===== src/owm_pkg.sv =====
// ----------------------------------------------------------------------------
// owm_pkg: shared types and constants of the 1-Wire bus master
// Item kinds, phase codes, register indexes and the result record.
// ----------------------------------------------------------------------------
`default_nettype none
package owm_pkg;
   localparam int CountWidth = 10;

   typedef enum logic [2:0] {
      KIND_TICK = 3'd0, KIND_RESET = 3'd1, KIND_WRITE = 3'd2,
      KIND_READ = 3'd3, KIND_SFIRST = 3'd4, KIND_SNEXT = 3'd5
   } kind_type;

   typedef enum logic [2:0] {
      OP_IDLE = 3'd0, OP_RESET = 3'd1, OP_WRITE = 3'd2, OP_READ = 3'd3, OP_SEARCH = 3'd4
   } op_type;

   typedef enum logic [2:0] {
      PH_IDLE = 3'd0, PH_RLOW = 3'd1, PH_RWAIT = 3'd2, PH_RTAIL = 3'd3,
      PH_WSLOT = 3'd4, PH_RSLOT = 3'd5
   } phase_type;

   typedef enum logic [1:0] {
      STEP_ID = 2'd0, STEP_CMP = 2'd1, STEP_DIR = 2'd2, STEP_CMD = 2'd3
   } step_type;

   localparam logic [2:0] REG_RESET_LOW     = 3'd0;
   localparam logic [2:0] REG_PRESENCE_WAIT = 3'd1;
   localparam logic [2:0] REG_PRESENCE_TAIL = 3'd2;
   localparam logic [2:0] REG_WRITE_ONE     = 3'd3;
   localparam logic [2:0] REG_WRITE_ZERO    = 3'd4;
   localparam logic [2:0] REG_SLOT_TOTAL    = 3'd5;
   localparam logic [2:0] REG_READ_LOW      = 3'd6;
   localparam logic [2:0] REG_READ_SAMPLE   = 3'd7;

   localparam logic [7:0] SEARCH_ROM_CMD = 8'hF0;
   localparam logic [7:0] CRC_POLY       = 8'h8C;

   typedef struct packed {
      logic        drive_low;
      logic        done_res;
      logic        rejected;
      logic        presence;
      logic [7:0]  rx_byte;
      logic [63:0] rom_id;
      logic        found;
   } result_type;
endpackage
`default_nettype wire


===== src/owm_timing.sv =====
// ----------------------------------------------------------------------------
// owm_timing: duration registers of the bus master
// Holds the eight slot timings, written through the plain write port.
// ----------------------------------------------------------------------------
`default_nettype none
module owm_timing
   import owm_pkg::*;
(
   input  wire logic                  clock,
   input  wire logic                  reset,
   input  wire logic                  csr_we,
   input  wire logic [2:0]            csr_index,
   input  wire logic [CountWidth-1:0] csr_wdata,
   output logic [7:0][CountWidth-1:0] timing
);
   logic [7:0][CountWidth-1:0] timing_ff;

   always_ff @(posedge clock) begin
      if (reset) begin
         timing_ff[REG_RESET_LOW]     <= CountWidth'(500);
         timing_ff[REG_PRESENCE_WAIT] <= CountWidth'(70);
         timing_ff[REG_PRESENCE_TAIL] <= CountWidth'(430);
         timing_ff[REG_WRITE_ONE]     <= CountWidth'(15);
         timing_ff[REG_WRITE_ZERO]    <= CountWidth'(60);
         timing_ff[REG_SLOT_TOTAL]    <= CountWidth'(65);
         timing_ff[REG_READ_LOW]      <= CountWidth'(5);
         timing_ff[REG_READ_SAMPLE]   <= CountWidth'(10);
      end else if (csr_we) begin
         timing_ff[csr_index] <= csr_wdata;
      end
   end

   assign timing = timing_ff;
endmodule
`default_nettype wire


===== src/one_wire_master_with_rom_search.sv =====
// ----------------------------------------------------------------------------
// one_wire_master_with_rom_search: 1-Wire bus master with ROM search
// Command and microsecond tick items in, one result item out per item.
// ----------------------------------------------------------------------------
// Usage: every req_ item is either a command (reset, write byte, read byte,
// search first, search next) or a tick that carries the sampled bus level.
// Each item yields exactly one rsp_ item. drive_low in that result is the pin
// drive to apply during the tick. A command given while another one runs is
// answered with rejected set and otherwise ignored.
// The item is processed into a result register and is offered on rsp_ in the
// next cycle. Throughput is one item per cycle; the next item is taken while
// a result is shown, as long as the result register empties in the same
// cycle or is already empty. If the receiver stalls, req_tready falls once
// the result register holds an item nobody has taken.
// Reset (synchronous, active high) restores the default timings, returns the
// sequencer to idle and empties the result register.
// tdata of req_: kind[2:0], tx_byte[10:3], bus_level[11], zero pad to 16 bits.
// tdata of rsp_: drive_low, done_res, rejected, presence, rx_byte, rom_id,
// found from bit 0 upward, zero pad to 80 bits.
// ----------------------------------------------------------------------------
`default_nettype none
module one_wire_master_with_rom_search
   import owm_pkg::*;
(
   input  wire logic        clock,
   input  wire logic        reset,
   input  wire logic        req_tvalid,
   output logic             req_tready,
   input  wire logic [15:0] req_tdata,  // kind, tx_byte, bus_level
   output logic             rsp_tvalid,
   input  wire logic        rsp_tready,
   output logic [79:0]      rsp_tdata,  // drive_low, done_res, rejected, presence,
                                        // rx_byte, rom_id, found
   input  wire logic        csr_we,
   input  wire logic [2:0]  csr_index,
   input  wire logic [9:0]  csr_wdata
);
   localparam int CW = CountWidth;

   logic [7:0][CW-1:0] timing;

   owm_timing u_timing (
      .clock, .reset, .csr_we, .csr_index,
      .csr_wdata(CW'(csr_wdata)), .timing
   );

   op_type     op_ff, op_in;
   phase_type  ph_ff, ph_in;
   step_type   step_ff, step_in;
   logic [CW-1:0] cnt_ff, cnt_in;
   logic [6:0] bit_ff, bit_in;
   logic [7:0] sb_ff, sb_in;
   logic [63:0] rom_ff, rom_in;
   logic [6:0] ld_ff, ld_in, lz_ff, lz_in;
   logic       ldev_ff, ldev_in, frb_ff, frb_in, pres_ff, pres_in;
   logic [7:0] crc_ff, crc_in;
   result_type res_ff, res_in;
   logic       rvalid_ff;

   logic       accept;
   logic [2:0] kind;
   logic [7:0] tx_byte;
   logic       lvl;

   assign req_tready = !rvalid_ff || rsp_tready;
   assign accept     = req_tvalid && req_tready;
   assign kind       = req_tdata[2:0];
   assign tx_byte    = req_tdata[10:3];
   assign lvl        = req_tdata[11];

   function automatic logic [CW-1:0] span(input logic [CW-1:0] d);
      span = (d == '0) ? CW'(1) : d;
   endfunction

   always_comb begin
      logic [CW:0]   cnt1;
      logic [CW-1:0] slot, samp;
      logic          end_rlow, end_rwait, end_tail, end_slot;
      logic          dir, id, cmp, fb, o_done, o_found, rej, drv, present, slot_over;
      logic          search_end, search_ok, reset_over;
      logic [7:0]    o_rx, crc_t;
      logic [6:0]    n;

      op_in = op_ff; ph_in = ph_ff; step_in = step_ff; cnt_in = cnt_ff;
      bit_in = bit_ff; sb_in = sb_ff; rom_in = rom_ff; ld_in = ld_ff; lz_in = lz_ff;
      ldev_in = ldev_ff; frb_in = frb_ff; pres_in = pres_ff; crc_in = crc_ff;
      o_done = 1'b0; o_found = 1'b0; o_rx = '0; rej = 1'b0;
      search_end = 1'b0; search_ok = 1'b0; reset_over = 1'b0; present = 1'b0;
      slot_over = 1'b0; dir = 1'b0; id = 1'b0; cmp = 1'b0; fb = 1'b0;
      crc_t = '0; n = '0;

      cnt1 = {1'b0, cnt_ff} + 1'b1;
      slot = span(timing[REG_SLOT_TOTAL]);
      samp = (timing[REG_READ_SAMPLE] < slot) ? timing[REG_READ_SAMPLE] : slot - 1'b1;
      end_rlow  = cnt1 >= {1'b0, span(timing[REG_RESET_LOW])};
      end_rwait = cnt1 >= {1'b0, span(timing[REG_PRESENCE_WAIT])};
      end_tail  = cnt1 >= {1'b0, span(timing[REG_PRESENCE_TAIL])};
      end_slot  = cnt1 >= {1'b0, slot};

      case (ph_ff)
         PH_RLOW:  drv = 1'b1;
         PH_WSLOT: drv = cnt_ff < (sb_ff[0] ? timing[REG_WRITE_ONE]
                                            : timing[REG_WRITE_ZERO]);
         PH_RSLOT: drv = cnt_ff < timing[REG_READ_LOW];
         default:  drv = 1'b0;
      endcase

      if (kind == KIND_TICK) begin
         case (ph_ff)
            PH_RLOW: begin
               if (end_rlow) begin ph_in = PH_RWAIT; cnt_in = '0; end
               else cnt_in = cnt1[CW-1:0];
            end
            PH_RWAIT: begin
               if (end_rwait) begin ph_in = PH_RTAIL; cnt_in = '0; end
               else cnt_in = cnt1[CW-1:0];
            end
            PH_RTAIL: begin
               if (cnt_ff == '0 && lvl) begin
                  pres_in = 1'b0; reset_over = 1'b1; present = 1'b0;
               end else begin
                  if (cnt_ff == '0) pres_in = 1'b1;
                  if (end_tail) begin reset_over = 1'b1; present = 1'b1; end
                  else cnt_in = cnt1[CW-1:0];
               end
            end
            PH_WSLOT: begin
               if (end_slot) slot_over = 1'b1;
               else cnt_in = cnt1[CW-1:0];
            end
            PH_RSLOT: begin
               if (cnt_ff == samp) begin
                  if (op_ff == OP_READ) sb_in = {lvl, sb_ff[7:1]};
                  else if (step_ff == STEP_ID) frb_in = lvl;
                  else sb_in = {7'd0, lvl};
               end
               if (end_slot) slot_over = 1'b1;
               else cnt_in = cnt1[CW-1:0];
            end
            default: ;
         endcase

         if (reset_over) begin
            if (op_ff == OP_SEARCH) begin
               if (!present) search_end = 1'b1;
               else begin
                  sb_in = SEARCH_ROM_CMD; bit_in = '0; step_in = STEP_CMD;
                  ph_in = PH_WSLOT; cnt_in = '0;
               end
            end else begin
               op_in = OP_IDLE; ph_in = PH_IDLE; cnt_in = '0; o_done = 1'b1;
            end
         end

         if (slot_over) begin
            cnt_in = '0;
            if (op_ff == OP_WRITE || op_ff == OP_READ) begin
               if (op_ff == OP_WRITE) sb_in = {1'b0, sb_ff[7:1]};
               bit_in = bit_ff + 1'b1;
               if (bit_ff >= 7'd7) begin
                  if (op_ff == OP_READ) o_rx = sb_in;
                  op_in = OP_IDLE; ph_in = PH_IDLE; o_done = 1'b1;
               end
            end else begin
               case (step_ff)
                  STEP_CMD: begin
                     sb_in = {1'b0, sb_ff[7:1]};
                     if (bit_ff >= 7'd7) begin
                        bit_in = '0; step_in = STEP_ID; ph_in = PH_RSLOT;
                     end else begin
                        bit_in = bit_ff + 1'b1; ph_in = PH_WSLOT;
                     end
                  end
                  STEP_ID: begin step_in = STEP_CMP; ph_in = PH_RSLOT; end
                  STEP_CMP: begin
                     id = frb_ff; cmp = sb_in[0];
                     if (id && cmp) search_end = 1'b1;
                     else begin
                        n = bit_ff + 1'b1;
                        if (id != cmp) dir = id;
                        else begin
                           if (n < ld_ff) dir = rom_ff[bit_ff[5:0]];
                           else dir = (n == ld_ff);
                           if (!dir) lz_in = n;
                        end
                        rom_in[bit_ff[5:0]] = dir;
                        fb = crc_ff[0] ^ dir;
                        crc_t = {1'b0, crc_ff[7:1]};
                        crc_in = fb ? (crc_t ^ CRC_POLY) : crc_t;
                        sb_in = {7'd0, dir}; step_in = STEP_DIR; ph_in = PH_WSLOT;
                     end
                  end
                  default: begin
                     bit_in = bit_ff + 1'b1;
                     if (bit_ff >= 7'd63) begin
                        search_end = 1'b1; search_ok = (crc_ff == '0);
                     end else begin
                        step_in = STEP_ID; ph_in = PH_RSLOT;
                     end
                  end
               endcase
            end
         end
      end else if (kind <= KIND_SNEXT) begin
         if (op_ff != OP_IDLE) rej = 1'b1;
         else begin
            case (kind)
               KIND_RESET: begin op_in = OP_RESET; ph_in = PH_RLOW; cnt_in = '0; end
               KIND_WRITE, KIND_READ: begin
                  op_in = (kind == KIND_WRITE) ? OP_WRITE : OP_READ;
                  sb_in = (kind == KIND_WRITE) ? tx_byte : 8'd0;
                  bit_in = '0; cnt_in = '0;
                  ph_in = (kind == KIND_WRITE) ? PH_WSLOT : PH_RSLOT;
               end
               default: begin
                  if (kind == KIND_SFIRST) begin ld_in = '0; ldev_in = 1'b0; end
                  op_in = OP_SEARCH; crc_in = '0; lz_in = '0; bit_in = '0;
                  step_in = STEP_ID;
                  if (ldev_in) search_end = 1'b1;
                  else begin ph_in = PH_RLOW; cnt_in = '0; end
               end
            endcase
         end
      end

      if (search_end) begin
         if (search_ok) begin
            ld_in = lz_in;
            if (lz_in == '0) ldev_in = 1'b1;
            o_found = 1'b1;
         end
         if (!o_found || rom_in[7:0] == 8'd0) begin
            ld_in = '0; ldev_in = 1'b0; o_found = 1'b0;
         end
         op_in = OP_IDLE; ph_in = PH_IDLE; cnt_in = '0; o_done = 1'b1;
      end

      res_in.drive_low = drv;
      res_in.done_res  = o_done;
      res_in.rejected  = rej;
      res_in.presence  = pres_in;
      res_in.rx_byte   = o_rx;
      res_in.rom_id    = rom_in;
      res_in.found     = o_found;
   end

   always_ff @(posedge clock) begin
      if (reset) begin
         op_ff <= OP_IDLE; ph_ff <= PH_IDLE; step_ff <= STEP_ID; cnt_ff <= '0;
         bit_ff <= '0; sb_ff <= '0; rom_ff <= '0; ld_ff <= '0; lz_ff <= '0;
         ldev_ff <= 1'b0; frb_ff <= 1'b0; pres_ff <= 1'b0; crc_ff <= '0;
         rvalid_ff <= 1'b0;
      end else begin
         if (accept) begin
            op_ff <= op_in; ph_ff <= ph_in; step_ff <= step_in; cnt_ff <= cnt_in;
            bit_ff <= bit_in; sb_ff <= sb_in; rom_ff <= rom_in; ld_ff <= ld_in;
            lz_ff <= lz_in; ldev_ff <= ldev_in; frb_ff <= frb_in; pres_ff <= pres_in;
            crc_ff <= crc_in;
            rvalid_ff <= 1'b1;
         end else if (rsp_tready) begin
            rvalid_ff <= 1'b0;
         end
      end
   end

   always_ff @(posedge clock) begin
      if (accept) res_ff <= res_in;
   end

   assign rsp_tvalid = rvalid_ff;
   assign rsp_tdata  = {3'd0, res_ff.found, res_ff.rom_id, res_ff.rx_byte, res_ff.presence,
                        res_ff.rejected, res_ff.done_res, res_ff.drive_low};

   // The sequencer is idle exactly when no phase is running.
   a_idle_phase: assert property (@(posedge clock) disable iff (reset)
      (op_ff == OP_IDLE) == (ph_ff == PH_IDLE))
      else $error("operation and phase disagree");

   // A result that was stalled must not be overwritten.
   a_no_overrun: assert property (@(posedge clock) disable iff (reset)
      (rvalid_ff && !rsp_tready) |-> !accept)
      else $error("input taken over a stalled result");

   // A finished command always leaves the sequencer idle.
   a_done_idle: assert property (@(posedge clock) disable iff (reset)
      (accept && res_in.done_res) |=> (op_ff == OP_IDLE))
      else $error("done reported while still busy");

   // Search bit position never passes the end of the ROM.
   a_bit_range: assert property (@(posedge clock) disable iff (reset)
      bit_ff <= 7'd64)
      else $error("bit index out of range");
endmodule
`default_nettype wire


===== config.mk =====
export PLATFORM = sky130hd
export DESIGN_NAME = one_wire_master_with_rom_search
export DESIGN_NICKNAME = d
export VERILOG_FILES = /design/src/owm_pkg.sv /design/src/owm_timing.sv /design/src/one_wire_master_with_rom_search.sv
export SDC_FILE = /design/constraint.sdc
export NUM_CORES = 1
export LEC_CHECK = 0
export BUFFER_PORTS_ARGS = -buffer_cell sky130_fd_sc_hd__buf_2
export CORE_MARGIN = 2
export CORE_UTILIZATION = 50
export DETAILED_ROUTE_END_ITERATION = 6
export PLACE_DENSITY = 0.71
export SYNTH_ARGS = -nofsm -noshare
export SYNTH_HDL_FRONTEND = slang
export SYNTH_SLANG_ARGS = --single-unit
export TNS_END_PERCENT = 1

===== constraint.sdc =====
create_clock -name clock -period 5.8 [get_ports clock]
set_input_delay 1.16 -clock clock [delete_from_list [all_inputs] [get_ports clock]]
set_output_delay 1.16 -clock clock [all_outputs]
set_load 0.01 [all_outputs]

Word level (Yosys, flattened, before mapping)

Cells that the tools add are included.

$add $sub $neg: 3
Reductions and logical operators: 42
$lt $le $gt $ge: 15
Muxes and demuxes: 205
Equality and inequality tests: 27
Bitwise operators: 5

Operators by type and width:

| kind                                                                   | count |
|---|---|
| 64-bit 2-to-1 mux                                                      | 5 |
| 10-bit 2-to-1 mux                                                      | 22 |
| 8-bit 2-to-1 mux                                                       | 26 |
| 7-bit 2-to-1 mux                                                       | 28 |
| 80-bit bitwise mux                                                     | 1 |
| 1-bit 2-to-1 mux                                                       | 73 |
| 3-bit 2-to-1 mux                                                       | 24 |
| 64-bit bitwise mux                                                     | 1 |
| 10-bit zero test                                                       | 5 |
| 11-bit by 10-bit greater-or-equal comparator with 1-bit output         | 4 |
| 10-bit case mux with 4 select lines                                    | 1 |
| 10-bit demux with 3-bit select                                         | 1 |
| 10-bit less-than comparator                                            | 3 |
| 2-bit 2-to-1 mux                                                       | 12 |
| 4-bit AND reduction                                                    | 5 |
| 3-bit by 2-bit equality test with 1-bit output (second input constant) | 6 |
| 3-bit case mux with 2 select lines                                     | 3 |
| 8-bit zero test                                                        | 2 |
| 8-bit case mux with 2 select lines                                     | 1 |
| 7-bit case mux with 2 select lines                                     | 1 |
| 3-bit equality test (second input constant)                            | 4 |
| 2-bit OR reduction                                                     | 6 |
| 10-bit by 1-bit adder with 11-bit output (second input constant)       | 1 |
| 10-bit equality test                                                   | 1 |
| 42 further kinds                                                       | 61 |

Input bits: 34
Flip-flop bits (word level): 280
Output and inout bits: 82
Word-level logic and storage cells: 326

Depth between registers and ports, before layout

Depth in word-level cells: 34
Depth in mapped cells: 25
Depth with buffers taken out: 23

Cells and area by module

From an unflattened synthesis, not the netlist that was laid out.

Cells, all modules: 1878
Area total of the unflattened synthesis: 16321.9 um^2

Modules (own cells, without submodules):

| module                          | area each (um^2) | seq. area each (um^2) | cells each | times used |
|---|---|---|---|---|
| one_wire_master_with_rom_search | 13183.9          | 4774.6                | 1583       | 1 |
| owm_timing                      | 3138.0           | 1601.5                | 295        | 1 |

Least setup slack after synthesis

No wires, ideal clock.

Kind: register to register
Start point: register u_timing.timing_ff, in the netlist u_timing.timing[50]
End point: register ld_ff[6]
Path buffers: 2
Stages on the path, launching flop included: 22
Setup slack: -0.014 ns
Setup time: 0.117 ns
Arrival time: 5.698 ns
Period minus slack after synthesis: 5.814 ns
Data required time: 5.683 ns
Path through: dfxtp_1 or4_4 or4_4 a211o_1 buf_6 or4_1 nand3_1 o2111ai_2 nor4_4 and2_2 buf_6 o21ai_0 inv_1 ha_1 a31oi_1 o211ai_1 a2111oi_0 a21oi_1 a221o_1 nor4b_1 a2111oi_1 a22o_1

Cells in the longest elaborated chain, start to end: 28
Elaborated cells between the ends (all ways): 51
Classes of those cells: add/sub (1); order compare (2); eq/ne (2); mux (41); reduce/logical (5)

RTL lines:

| what                                                                                                | RTL line                               | text |
|---|---|---|
| from (decl)                                                                                         | owm_timing.sv:16                       | `logic [7:0][CountWidth-1:0] timing_ff;` |
| from (signal, indexed assignment)                                                                   | owm_timing.sv:20                       | `timing_ff[REG_RESET_LOW] <= CountWidth'(500);` |
| from (signal, indexed assignment)                                                                   | owm_timing.sv:21                       | `timing_ff[REG_PRESENCE_WAIT] <= CountWidth'(70);` |
| from (signal, indexed assignment)                                                                   | owm_timing.sv:22                       | `timing_ff[REG_PRESENCE_TAIL] <= CountWidth'(430);` |
| 10-bit zero test                                                                                    | one_wire_master_with_rom_search.sv:72  | `span = (d == '0) ? CW'(1) : d;` |
| 10-bit 2-to-1 mux (*)                                                                               | one_wire_master_with_rom_search.sv:72  |  |
| 10-bit by 1-bit subtractor with 10-bit output / 10-bit less-than comparator (equally long branches) | one_wire_master_with_rom_search.sv:94  | `samp = (timing[REG_READ_SAMPLE] < slot) ? timing[REG_READ_SAMPLE] : slot - 1'b1;` |
| 10-bit 2-to-1 mux                                                                                   | one_wire_master_with_rom_search.sv:94  |  |
| 10-bit equality test                                                                                | one_wire_master_with_rom_search.sv:132 | `if (cnt_ff == samp) begin` |
| 8-bit 2-to-1 mux                                                                                    | one_wire_master_with_rom_search.sv:132 |  |
| 8-bit 2-to-1 mux                                                                                    | one_wire_master_with_rom_search.sv:109 | `case (ph_ff)` |
| 8-bit 2-to-1 mux                                                                                    | one_wire_master_with_rom_search.sv:145 | `if (!present) search_end = 1'b1;` |
| (+12 left out)                                                                                      | n/a                                    |  |
| 64-bit 2-to-1 mux                                                                                   | one_wire_master_with_rom_search.sv:165 | `case (step_ff)` |
| 64-bit 2-to-1 mux                                                                                   | one_wire_master_with_rom_search.sv:157 | `if (op_ff == OP_WRITE \|\| op_ff == OP_READ) begin` |
| 64-bit 2-to-1 mux                                                                                   | one_wire_master_with_rom_search.sv:155 | `if (slot_over) begin` |
| 64-bit 2-to-1 mux                                                                                   | one_wire_master_with_rom_search.sv:108 | `if (kind == KIND_TICK) begin` |
| 8-bit zero test                                                                                     | one_wire_master_with_rom_search.sv:232 | `if (!o_found \|\| rom_in[7:0] == 8'd0) begin` |
| 1-bit logical OR                                                                                    | one_wire_master_with_rom_search.sv:232 |  |
| 7-bit 2-to-1 mux                                                                                    | one_wire_master_with_rom_search.sv:232 |  |
| 7-bit 2-to-1 mux (*)                                                                                | one_wire_master_with_rom_search.sv:226 | `if (search_end) begin` |
| to (signal assigned)                                                                                | one_wire_master_with_rom_search.sv:256 | `bit_ff <= bit_in; sb_ff <= sb_in; rom_ff <= rom_in; ld_ff <= ld_in;` |
| to (decl)                                                                                           | one_wire_master_with_rom_search.sv:54  | `logic [6:0] ld_ff, ld_in, lz_ff, lz_in;` |

Every way passes the cells marked *; elsewhere a longest branch is shown, timed or not. The select of a mux whose other input is x is not followed.
A chain may end at the register's enable or synchronous reset.

Worst setup path after layout

Start point: register u_timing.timing_ff, in the netlist u_timing.timing[57]
End point: register ld_ff[6]

Same word-level chain as after synthesis.

==> results.txt <==
----------------------------------------------------
[Status]
  Outcome ... finished, final reports clean

[Final layout]
  Post-layout net count ... 2151
  Number of standard cells in the layout, taps in and fillers out ... 2460
  Non-Filler Cell Area, Final ... 18400 µm²
  Layout-stage area growth over the synthesis result ... 15.5%
  Share of final-layout standard cells stronger than drive strength 1 ... 15.1%
  Diode count ... 0
  Final core utilization ... 58.5%
  Fill cells ... 2826

[Synth]
  Post-Syn Instances ... 1930
  Area fraction in and, or, nand and nor cells after synthesis ... 20.7%
  Prevailing post-synth register cell ... sky130_fd_sc_hd__dfxtp_1
  Sequential element share of the synthesized area ... 40.0%
  Average instance area after synthesis ... 8.27 µm²
  EDFF count, synth ... 77
  Compound-gate portion of the synthesized area ... 22.7%
  Post-Syn Area ... 16000 µm²
  Multiplexer share of the synthesized area ... 3.51%
  Adder and majority cell fraction of the synthesized area ... 6.59%
  Yosys Warn Count ... 0
  Parity-gate share of the synthesized area counting xor and xnor cells ... 1.15%
  Count of distinct cell types in the synthesized netlist ... 79
  Post-synth ARST share ... 0%
  Dominant combinational cell family by area after synthesis ... compound AO/OA/AOI/OAI gates
  Number of register bits inferred by synthesis ... 280

[Routing]
  Count of nets left with antenna violations after detail routing ... 0
  # DRC ... 0
  Wirelength, routed ... 47800 µm
  Vias ... 15103
  Vias/cell ... 6.14
  Routed length per placed instance ... 19.4 µm
  Initial detailed-routing violation count ... 1580
  Detailed Routing Iterations Pass 1 ... 6

[Die]
  Floorplan die area ... 33400 µm²
  Vertical extent of the die ... 183 µm
  Core Rows ... 65
  Ports ... 116
  Initial Utilization ... 50.7%
  Core region area ... 31500 µm²
  Die X ... 183 µm

[Timing]
  Relative slew slack ... 20.7%
  Slew at the pin closest to its max-slew limit ... 1.18 ns
  Number of pins exceeding their max-slew limit in the final report ... 0
  Tcrit/Tclk final ... 96.9%
  Achievable Freq ... 0.178 GHz
  Final hold slack ... 0.454 ns
  Minimum clock period ... 5.62 ns
  Setup TNS ... 0 ns
  Final setup violation count ... 0
  Endpoints failing hold ... 0
  Final Skew ... 0.0162 ns

[GRT]
  Global-route wire length before repair ... 75400 µm
  Maximum number of pins on one net before global-route repair ... 89
  Antenna violations before repair ... 1
  Number of global-route vias before repair ... 14151
  Global route overflow ... 0
  Global-route usage over all layers ... 28.1%

[Power]
  PwrDens ... 250 nW/µm²
  Leakage power of the design ... 0.00714 µW
  Peak supply drop ... 0.223 mV

[Placed design]
  Placed cells ... 2395
  Buffers on Ports ... 108
  HPWL after detailed placement ... 32900 µm
  Cell area after placement ... 17200 µm²
  Placer's final routability congestion estimate ... 0.935

[Clock network]
  Clock root buffer ... sky130_fd_sc_hd__clkbuf_16
  Cts-stage hold buffer count ... 0
  Clock insertion delay at the later pin of the skew report ... 0.59 ns
  CTS H-tree lvls ... 1
  Clock input transition at the sequential cells of the worst setup and hold paths ... 0.06 ns
  CTS tree ... yes
  Clock buffer depth ... 3
  Clock tree sinks ... 280
  TritonCTS buffer count ... 31

[Worst setup path]
  Delay of the slowest cell on the worst path ... 0.55 ns
  Endpoint arrival time on the critical path ... 6.10 ns
  Crit start category ... flop
  Critical path required time ... 6.27 ns
  Crit end category ... flop
  Cell with the biggest individual delay on the critical path ... sky130_fd_sc_hd__or4_4
  Peak fanout along the critical path ... 7
  Crit Path Class ... flop to flop
  Most numerous cell on the critical path ... sky130_fd_sc_hd__buf_4
  Cell-by-cell listing of the critical path ... or4_4 -> or4_4 -> a211o_4 -> buf_6 -> or3_4 -> and3_1 -> o2111ai_2 -> nor4_4 -> buf_4 -> and2_4 -> o21ai_4 -> inv_2 -> ha_4 -> a31oi_1 -> o211ai_1 -> a2111oi_1 -> buf_4 -> a21oi_4 -> a221o_1 -> nor4b_2 -> buf_4 -> a2111oi_1 -> buf_4 -> a22o_1

[Job]
  Max-cap viol count ... 0

[Worst hold path]
  Class of the worst hold path ... flop to flop

----------------------------------------------------
-- synthesized netlist by cell type (all sizes together), types with 5 or more instances --
master,number,share of area [%]
a211o,13,0.71
a211oi,19,0.96
a21o,23,1.1
a21oi,190,6.0
a221o,5,0.31
a22o,13,0.71
a22oi,6,0.28
a31oi,8,0.31
a41o,6,0.38
and2,11,0.44
and3,9,0.35
buf,28,0.89
clkbuf,107,2.6
dfxtp,203,25
edfxtp,77,14
ha,84,6.6
inv,80,1.9
mux2,11,0.78
mux2i,30,1.9
mux4,6,0.85
nand2,296,7.0
nand2b,24,0.94
nand3,102,3.2
nand3b,9,0.42
nand4,14,0.55
nor2,115,2.7
nor2b,18,0.71
nor3,38,1.2
nor3b,10,0.47
nor4,17,0.76
o211ai,25,1.2
o21a,8,0.38
o21ai,148,4.6
o22ai,5,0.20
o31ai,53,2.5
or3,20,0.78
or4,9,0.47
xnor2,13,0.71
xor2,8,0.44
-- layout by cell type, fill, tap and decap left out, drive strengths merged, types with 20 or more instances in the layout --
cell type / instances
a21o: 23
ha: 84
o31ai: 53
clkbuf: 50
edfxtp: 77
dfxtp: 203
o21ai: 148
a21oi: 190
nand2b: 24
or3: 20
nand2: 296
nor3: 38
buf: 203
o211ai: 25
mux2i: 30
nand3: 102
nor2: 115
inv: 81
-- cells by family after synthesis --
kind of cell | after synthesis
and+or+nand+nor | 707
AOI/OAI and AO/OA | 575
DFF | 280
buffers and inverters | 215
adders and majority gates | 84
muxes | 47
xor gates and xnor gates | 21
other | 1
-- routing by layer --
layer	global-route usage (%)	up-vias	share of wire, %
li1	-	7190	-
met1	38.8	7136	44
met2	44.5	656	45
met3	4.61	119	7.9
met4	9.81	2	2.9
met5	0	-	0.019
-- timing repair --
action	in CTS	in global routing
resized for setup	14	7
endpoints found under the setup margin	5	29
buffers inserted	4	3
cloned	0	0
pin swaps	12	9
-- metrics by stage --
stage / setup WS (ns) / total power [µW]
5_1_grt: -0.0109 / 4750
6_report: 0.177 / 4600
2_1_floorplan: 0.0985 / 2360
4_1_cts: 0.0153 / 4620
3_3_place_gp: -0.0119 / 2480
3_5_place_dp: -0.00329 / 2490
-- final timing paths --
check	end	slack, ns	from	cells after the start
hold / removal	pres_ff	0.45	pres_ff	2
setup reg to reg	ld_ff[6]	0.18	u_timing.timing[57]	24
setup / recovery	ld_ff[6]	0.18	u_timing.timing[57]	24
hold reg to reg	pres_ff	0.45	pres_ff	2
-- registers in the layout, indices dropped and copies added (netlist names) --
name             flops
op_ff                3
step_ff              2
sb_ff                8
rsp_tvalid           1
rsp_tdata           77
lz_ff                7
ph_ff                3
ld_ff                7
rom_ff              64
cnt_ff              10
frb_ff               1
ldev_ff              1
crc_ff               8
u_timing.timing     80
bit_ff               7
pres_ff              1
-- area by class of cell --
cell class                      count  area, µm²  area share [%]
Clock buffer                       50        963            5.23
Clock inverter                      8        159           0.862
Sequential cell                   280       6380            34.6
Inverter                           80        303            1.64
Multi-Input combinational cell   1437       8840            48.0
Tap cell                          402        503            2.73
Timing Repair Buffer              203       1280            6.93
-- where the power goes --
part	total, µW	internal (µW)	switching (µW)
sequential	2090	2060	30.1
clock	2140	1310	827
combinational	372	126	246
-- worst max-delay path: cells and delay by family, from the launching register on --
kind	cells	cell delay [ns]
buffers and inverters	6	0.92
AO/OA/AOI/OAI	10	1.99
AND/OR/NAND/NOR	7	2.01
flip-flops	1	0.32
adder cells (fa/ha/maj)	1	0.26
Power figures use the tool's default switching activity.
